### src/rtl/dvsd_pkg.sv
package dvsd_pkg;

  // The display has eight positions, one select bit each.
  localparam int unsigned Positions = 8;
  localparam int unsigned PosW = 3;

  localparam int unsigned ValueW = 16;
  localparam int unsigned DigitW = 4;
  localparam int unsigned SegW = 8;

  // Decimal point is bit 7 of the active-low segment byte.
  localparam logic [SegW-1:0] DpBit = 8'h80;

  // Division by ten through a reciprocal: q = (v * 52429) >> 19 is exact for 16-bit v.
  localparam logic [ValueW-1:0] Recip10 = 16'd52429;
  localparam int unsigned Recip10Shift = 19;

  typedef struct packed {
    logic [Positions-1:0] digit_select;
    logic [SegW-1:0]      segments;
    logic                 last_frame;
  } frame_t;

  // Active-low patterns for the decimal digits; other codes blank the digit.
  function automatic logic [SegW-1:0] seg_pattern(input logic [DigitW-1:0] digit);
    logic [SegW-1:0] seg;
    case (digit)
      4'd0: seg = 8'hC0;
      4'd1: seg = 8'hF9;
      4'd2: seg = 8'hA4;
      4'd3: seg = 8'hB0;
      4'd4: seg = 8'h99;
      4'd5: seg = 8'h92;
      4'd6: seg = 8'h82;
      4'd7: seg = 8'hF8;
      4'd8: seg = 8'h80;
      4'd9: seg = 8'h90;
      default: seg = 8'hFF;
    endcase
    return seg;
  endfunction

endpackage

### src/rtl/dvsd_in_if.sv
interface dvsd_in_if;
  logic        valid;
  logic        ready;
  logic [15:0] measured_value;
  logic [15:0] target_value;

  modport source (output valid, output measured_value, output target_value, input ready);
  modport sink (input valid, input measured_value, input target_value, output ready);
endinterface

### src/rtl/dvsd_out_if.sv
interface dvsd_out_if;
  logic       valid;
  logic       ready;
  logic [7:0] digit_select;
  logic [7:0] segments;
  logic       last_frame;

  modport source (output valid, output digit_select, output segments, output last_frame,
                  input ready);
  modport sink (input valid, input digit_select, input segments, input last_frame,
                output ready);
endinterface

### src/rtl/dvsd_div10.sv
module dvsd_div10 (
  input  logic [dvsd_pkg::ValueW-1:0] value,
  output logic [dvsd_pkg::ValueW-1:0] quotient,
  output logic [dvsd_pkg::DigitW-1:0] digit
);

  logic [2*dvsd_pkg::ValueW-1:0] product;
  logic [dvsd_pkg::ValueW-1:0]   times_ten;
  logic [dvsd_pkg::ValueW-1:0]   remainder;

  // Quotient by reciprocal multiply, remainder by shift-and-add back out.
  always_comb begin
    product   = (2*dvsd_pkg::ValueW)'(value) * (2*dvsd_pkg::ValueW)'(dvsd_pkg::Recip10);
    quotient  = dvsd_pkg::ValueW'(product >> dvsd_pkg::Recip10Shift);
    times_ten = (quotient << 3) + (quotient << 1);
    remainder = value - times_ten;
    digit     = remainder[dvsd_pkg::DigitW-1:0];
  end

endmodule

### src/rtl/dual_value_seven_segment_driver.sv
// Dual-value seven-segment display driver.
// The item channel carries one beat with measured_value and target_value.
// Each beat becomes a run of display frames on the frame channel, one frame
// per display position: the low decimal digits of measured_value at positions
// 0 up, then those of target_value, least significant digit first, at most
// eight frames. The decimal point is lit on the second digit of each value.
// last_frame marks the final frame of each run.
// The item beat is loaded into the sequencer, which registers each frame into
// the output register. Throughput: one frame per cycle while the receiver is
// ready; an item makes min(2*DIGITS_PER_VALUE, 8) frames (8 at the default), and
// the sequencer's single divide-by-ten unit yields one digit per cycle unless
// stalled. The next item is accepted in the cycle the last frame is registered.
// Reset clears busy, the position and the output valid flag; no frame is pending.
// When the receiver stalls, the output register holds its frame, the
// sequencer waits, and no item is accepted until the run can finish.
module dual_value_seven_segment_driver #(
  parameter int unsigned DIGITS_PER_VALUE = 4
) (
  input  logic        clk,
  input  logic        rst,
  dvsd_in_if.sink     item,
  dvsd_out_if.source  frame
);

  localparam int unsigned Frames =
    (2 * DIGITS_PER_VALUE > dvsd_pkg::Positions) ? dvsd_pkg::Positions : 2 * DIGITS_PER_VALUE;

  // Sequencer state.
  logic                          busy;
  logic [dvsd_pkg::PosW-1:0]     pos;
  logic [dvsd_pkg::ValueW-1:0]   value;
  logic [dvsd_pkg::ValueW-1:0]   target;

  // Output register.
  logic                          out_valid;
  dvsd_pkg::frame_t              out_frame;
  dvsd_pkg::frame_t              frame_next;

  logic [dvsd_pkg::ValueW-1:0]   quotient;
  logic [dvsd_pkg::DigitW-1:0]   digit;
  logic                          advance;
  logic                          at_last;
  logic                          at_switch;
  logic                          dp;
  logic                          accept;

  dvsd_div10 u_div10 (
    .value    (value),
    .quotient (quotient),
    .digit    (digit)
  );

  // Handshake and sequencing conditions.
  always_comb begin
    advance   = busy && (!out_valid || frame.ready);
    at_last   = (pos == dvsd_pkg::PosW'(Frames - 1));
    at_switch = (pos == dvsd_pkg::PosW'(DIGITS_PER_VALUE - 1));
    dp        = (DIGITS_PER_VALUE > 1) &&
                ((pos == dvsd_pkg::PosW'(1)) ||
                 (pos == dvsd_pkg::PosW'(DIGITS_PER_VALUE + 1)));
  end

  assign item.ready = !busy || (advance && at_last);
  assign accept     = item.valid && item.ready;

  // Frame for the current position.
  always_comb begin
    frame_next.digit_select = dvsd_pkg::Positions'(1) << pos;
    frame_next.segments     = dvsd_pkg::seg_pattern(digit) ^ (dp ? dvsd_pkg::DpBit : '0);
    frame_next.last_frame   = at_last;
  end

  // Control registers.
  always_ff @(posedge clk) begin
    if (rst) begin
      busy      <= 1'b0;
      pos       <= '0;
      out_valid <= 1'b0;
    end else begin
      if (accept) begin
        busy <= 1'b1;
        pos  <= '0;
      end else if (advance) begin
        if (at_last) begin
          busy <= 1'b0;
        end
        pos <= pos + 1'b1;
      end
      if (advance) begin
        out_valid <= 1'b1;
      end else if (frame.ready) begin
        out_valid <= 1'b0;
      end
    end
  end

  // Payload registers: working value, pending target and the frame.
  always_ff @(posedge clk) begin
    if (accept) begin
      value  <= item.measured_value;
      target <= item.target_value;
    end else if (advance) begin
      value <= at_switch ? target : quotient;
    end
    if (advance) begin
      out_frame <= frame_next;
    end
  end

  assign frame.valid        = out_valid;
  assign frame.digit_select = out_frame.digit_select;
  assign frame.segments     = out_frame.segments;
  assign frame.last_frame   = out_frame.last_frame;

endmodule

### src/flat_wrapper.sv
// flat-port wrapper written by rule: the top's interface ports become plain ports
module dual_value_seven_segment_driver_flat 
#(
  parameter int unsigned DIGITS_PER_VALUE = 4
)
  (clk, rst, item_valid, item_measured_value, item_target_value, item_ready, frame_valid, frame_digit_select, frame_segments, frame_last_frame, frame_ready);
  dvsd_in_if item_i ();
  dvsd_out_if frame_i ();
  input  logic clk;
  input  logic rst;
  input wire logic [$bits(item_i.valid)-1:0] item_valid;
  input wire logic [$bits(item_i.measured_value)-1:0] item_measured_value;
  input wire logic [$bits(item_i.target_value)-1:0] item_target_value;
  output wire logic [$bits(item_i.ready)-1:0] item_ready;
  output wire logic [$bits(frame_i.valid)-1:0] frame_valid;
  output wire logic [$bits(frame_i.digit_select)-1:0] frame_digit_select;
  output wire logic [$bits(frame_i.segments)-1:0] frame_segments;
  output wire logic [$bits(frame_i.last_frame)-1:0] frame_last_frame;
  input wire logic [$bits(frame_i.ready)-1:0] frame_ready;
  assign item_i.valid = item_valid;
  assign item_i.measured_value = item_measured_value;
  assign item_i.target_value = item_target_value;
  assign item_ready = item_i.ready;
  assign frame_valid = frame_i.valid;
  assign frame_digit_select = frame_i.digit_select;
  assign frame_segments = frame_i.segments;
  assign frame_last_frame = frame_i.last_frame;
  assign frame_i.ready = frame_ready;
  dual_value_seven_segment_driver #(.DIGITS_PER_VALUE(DIGITS_PER_VALUE)) u_core (.clk(clk), .rst(rst), .item(item_i), .frame(frame_i));
endmodule
### config.mk
export PLATFORM = sky130hd
export DESIGN_NAME = dual_value_seven_segment_driver_flat
export DESIGN_NICKNAME = d
export VERILOG_FILES = /design/src/rtl/dvsd_pkg.sv /design/src/rtl/dvsd_in_if.sv /design/src/rtl/dvsd_out_if.sv /design/src/rtl/dvsd_div10.sv /design/src/rtl/dual_value_seven_segment_driver.sv /design/src/flat_wrapper.sv
export SDC_FILE = /design/constraint.sdc
export NUM_CORES = 1
export LEC_CHECK = 0
export BUFFER_PORTS_ARGS = -buffer_cell sky130_fd_sc_hd__buf_2
export CAP_MARGIN = 30
export CORE_ASPECT_RATIO = 1.25
export CORE_MARGIN = 5
export CORE_UTILIZATION = 57
export CTS_BUF_LIST = sky130_fd_sc_hd__clkbuf_4 sky130_fd_sc_hd__clkbuf_8 sky130_fd_sc_hd__clkbuf_16
export CTS_CLUSTER_SIZE = 8
export DETAILED_ROUTE_END_ITERATION = 10
export GPL_ROUTABILITY_DRIVEN = 0
export PLACE_DENSITY_LB_ADDON = 0.2
export SLEW_MARGIN = 15
export SYNTH_ARGS = -nofsm -noshare
export SYNTH_HDL_FRONTEND = slang
export SYNTH_SLANG_ARGS = --single-unit
export TNS_END_PERCENT = 100
### constraint.sdc
create_clock -name clk -period 5.6 [get_ports clk]
set_input_delay 0.56 -clock clk [delete_from_list [all_inputs] [get_ports clk]]
set_output_delay 0.56 -clock clk [all_outputs]
set_load 0.005 [all_outputs]
# Word-level counts from Yosys, hierarchy flattened
# Memory sizes are Yosys's and may differ from the RTL's.
# Cells that the tools add are included.
# totals
ff_bits,54
romBits,112
inputBits,36
output_inout_bits,19
wordCells,41
n_memories,1
# mem_list
name,depth,word_bits,read_ports,rd_ports_with_merged_regs,wr,line,text
(name not given),16,7,1,0,0,dvsd_pkg.sv:27,case (digit)
# op_classes
n_addsub,3
n_mul,1
eq_ne,4
n_shift,1
muxes,9
bitwise,1
reduce_logical,13
# op_table
op,count
$mux W16,3
$mul A16 B16 Y32 const B,1
$mux W8,1
$shl A1 B3 Y8 const A,1
$xor A8 B8 Y8,1
$eq A3 B3 Y1 const B,2
$reduce_bool A2 Y1,3
$mux W1,5
$add A4 B4 Y4,1
$sub A4 B4 Y4,1
$add A3 B1 Y3 const B,1
$eq A3 B1 Y1 const B,1
$eq A3 B2 Y1 const B,1
$logic_and A1 B1 Y1,3
$logic_or A1 B1 Y1,3
$logic_not A1 Y1,2
$reduce_and A2 Y1,1
$reduce_or A2 Y1,1

# Depth between registers and ports, before layout
# logic_depth
ltp_word,8
ltp_mapped,25
depth_no_buf,24

# Hierarchy
# From an unflattened synthesis, not the netlist that was laid out.
# hier_totals
cells_unflattened,668
hier_area_um2,7264.5
# by_module_without_submodules
mod,n_inst,cells_per_inst,area_per_inst_um2,seq_area_each_um2
dvsd_div10,1,510,4758.3,0.0
dual_value_seven_segment_driver,1,158,2506.2,1571.5

# Worst setup path before layout
# No wires, ideal clock.
# synth_path
path_type,reg-to-reg
startpoint,reg u_core.value[6] (netlist name)
endpoint,"reg u_core.out_frame (netlist bit u_core.frame.segments[0]), data pin"
setup_ps,267
arrival_time_ps,5613
t_required_ps,5333
setup_slack_ps,-280
stages_incl_launch_ff,23
path_buffers,0
period_less_slack_ps,5880
path_cell_list,edfxtp_1 > ha_1 > inv_1 > fa_1 > inv_1 > fa_1 > fa_1 > fa_1 > inv_1 > fa_1 > inv_1 > ha_1 > and4_4 > a221o_2 > nor2_1 > o31ai_1 > xor2_1 > ha_1 > xnor2_1 > xnor3_2 > xnor2_4 > nor2_2 > a21oi_1
# synth_rtl
item,line,text
from (decl),dual_value_seven_segment_driver.sv:31,logic [dvsd_pkg::ValueW-1:0] value;
from (signal assigned),dual_value_seven_segment_driver.sv:100,value <= item.measured_value;
from (signal assigned),dual_value_seven_segment_driver.sv:103,value <= at_switch ? target : quotient;
to (signal assigned),dual_value_seven_segment_driver.sv:106,out_frame <= frame_next;
to (decl),dual_value_seven_segment_driver.sv:36,dvsd_pkg::frame_t out_frame;

==> impl_metrics.toml <==
[timing]
maxSlewHeadroom = 0.3972
worst_pin_slew_ps = 904.2
hold_viol = 0
finalSetupViolations = 18
rsz0062_at_grt = "true"
slew_viol_final = 0
fmax_ghz = 0.1607
fin_worst_skew_ps = 7.396
worst_slack_ps = -621.3
period_share = 1.111
period_minus_slack_ps = 6221
hold_ws_ps = 431.8

[detailed_routing]
drt-initial-drc-count = 268
wl_per_cell_microns = 19.40
drtAntennaViolNets = 0
first_pass_iters = 5
wirelength_mm = 19.73
remaining_drc_errors = 0
vias = 5667
viasPerCell = 5.572

[finish]
synthToLayoutAreaGrowth_pct = 26.76
antenna_cells = 0
fin_nets = 1115
drive_gt1_frac = 0.2989
final_cells = 1017

[die]
die_w_microns = 110.3
initial_utilization = 0.5866
die_h_microns = 135.4
ios = 55
dieArea_sq_um = 14930
coreArea_sq_um = 12220
rows = 45

[worst_setup_path]
arrival_ps = 6250
path_max_fanout = 5
critPathCaptureType = "flop"
crit_type = "flop to flop"
cp_cell_sequence = "ha_4 -> inv_2 -> fa_1 -> inv_2 -> fa_1 -> fa_1 -> fa_1 -> inv_1 -> fa_1 -> inv_2 -> ha_4 -> and4_4 -> a221o_2 -> nor2_4 -> o31ai_4 -> xor2_2 -> ha_2 -> xnor2_2 -> xnor3_2 -> xnor2_4 -> nor2_4 -> a21oi_1"
regToRegSetupSlack_ps = -620
slowest_delay_ps = 530
timing.rr.end = "u_core.frame.segments[0]"
r2r_start = "u_core.value[3]"
worst-r2r-cell-count = 22
cp_common_cell = "fa_1"
crit_required_ps = 5630
cp_slowest_cell = "edfxtp_1"
critPathLaunchType = "flop"

[grt]
grt_usage = 0.2674
grt_max_degree = 26
grt_first_pass_wirelength_mm = 30.32
first_global_vias = 6147
antenna_found_initial = 0
overflow = 0

[status]
violations = "negative setup slack"
status = "complete, but fails checks"

[clock_tree]
root_buffer = "clkbuf_16"
cts_buffer_depth = 2
clk_pin_slew_ps = 80
cts_hold_buf = 0
cts_buffers = 5
cts-htree-levels = 2
clock_latency_ps = 300
cts_tree = "yes"
cts_sinks = 54

[placement]
portBuffers = 54
dp_hpwl_mm = 14.95
dpl_worst_slack_ps = -552.2
place_inst = 985

[synth]
yosysSeqAreaShare = 0.2193
yosysTopAreaCellShare = 0.2566
post-synth-top-area-cell = "ha_1"
yosys-top-cells-count = "inv_1 (169), ha_1 (147), fa_1 (80)"
syn-num-nets = 950
synth_area_sq_um = 7167
synth_cell_types = 59
avgSynthCellArea_sq_um = 10.43
synth-main-ff-cell = "edfxtp_1"
synth_area_leaders = "ha_1 (26%), fa_1 (22%), edfxtp_1 (21%), inv_1 (8.9%), a21oi_1 (2.4%)"
synth-seq-cells = 54
syn-instance-count = 687
async_reset_ff_frac = 0
yosysWarnings = 0
synth.most_common_cell = "inv_1"
synth_edf_count = 49

[min_path]
hp-start = "item_target_value[4]"
hold_class = "input pin to flop"
holdPathEnd = "u_core.target[4]"
hold_path_depth = 1

[flow_run]
maxCapViolCount = 0
flip-flops by register name, indices dropped and copies added (netlist names):
name,flops
u_core.value,16
u_core.busy,1
u_core.frame.valid,1
u_core.pos,3
u_core.frame.last_frame,1
u_core.target,16
u_core.frame.segments,8
u_core.frame.digit_select,8
worst max-delay path, delay by kind of cell, from the launching register on:
kind / cells / cell delay [ps]
buf+inv: 4 / 190
simple gates: 3 / 510
compound gates: 3 / 590
flops: 1 / 530
xor+xnor: 4 / 850
fa+ha+maj: 8 / 3280
what timing repair did:
action / CTS / global route
pin swaps: 43 / 25
gates resized for setup: 48 / 34
buffers inserted: 10 / 13
endpoints found under the setup margin: 17 / 20
cloned: 1 / 0
per-stage QoR:
step	utilization	cell area (sq um)	setup TNS, ps
after floorplan	-	7259	-1173
after global placement	0.6828	8343	-3964
after detailed placement	0.6828	8343	-6054
after CTS	0.7230	8833	-4720
after global routing	0.7436	9085	-8955
final	0.7436	9085	-6835
area by class of cell:
type	count	area, sq um
Timing Repair Buffer	164	1119
Fill cell	800	3133
Clock buffer	5	125.1
Inverter	169	634.4
Multi-Input combinational cell	458	5383
Tap cell	164	205.2
Sequential cell	54	1572
Clock inverter	3	47.55
per-layer routing:
layer  GRT usage  wire [microns]
met5           0               0
met4      0.1157            1071
met3     0.03577            1079
met2      0.4764           10220
met1      0.3181            7361
layout by cell type, fill, tap and decap left out, types with 3 or more instances in the layout:
| cell | n |
|---|---|
| nor3_1 | 7 |
| nand4_1 | 3 |
| o21a_1 | 5 |
| xor2_1 | 5 |
| o21ai_1 | 8 |
| mux2i_1 | 3 |
| dfxtp_1 | 5 |
| buf_2 | 54 |
| inv_1 | 159 |
| ha_4 | 14 |
| o31ai_4 | 3 |
| nand2b_1 | 4 |
| o21ai_0 | 12 |
| xnor2_2 | 5 |
| a21oi_2 | 5 |
| ha_2 | 4 |
| inv_2 | 10 |
| buf_4 | 104 |
| and2_1 | 4 |
| fa_1 | 78 |
| nor2_1 | 20 |
| buf_6 | 6 |
| nor2_4 | 4 |
| nand3_1 | 4 |
| a21o_1 | 5 |
| clkbuf_16 | 5 |
| nand2_1 | 33 |
| a21oi_1 | 29 |
| ha_1 | 129 |
| xnor2_1 | 11 |
| and3_1 | 3 |
| edfxtp_1 | 49 |
| nor2b_1 | 5 |
worst max path at each step:
stage / start / to
after floorplan: u_core.value[8] / u_core.frame.segments[0]
after global placement: u_core.value[3] / u_core.frame.segments[0]
final: u_core.value[3] / u_core.frame.segments[0]
after global routing: u_core.value[7] / u_core.frame.segments[0]
after detailed placement: u_core.value[7] / u_core.frame.segments[5]
after CTS: u_core.value[3] / u_core.frame.segments[5]
logic make-up (layout without fill, tap and decap cells):
logic type,Yosys count,after routing,share of synthesized area
adder cells (fa/ha/maj),227,227,0.4801
buffers and inverters,176,341,0.09427
AND/OR/NAND/NOR,106,106,0.07490
AO/OA/AOI/OAI,96,96,0.09183
flip-flops,54,54,0.2193
XOR/XNOR,24,25,0.03404
multiplexers,4,4,0.005587
Power is left out: the tool's default activity adds up to more than one toggle a clock period on the data nets, which glitch-free logic cannot reach.
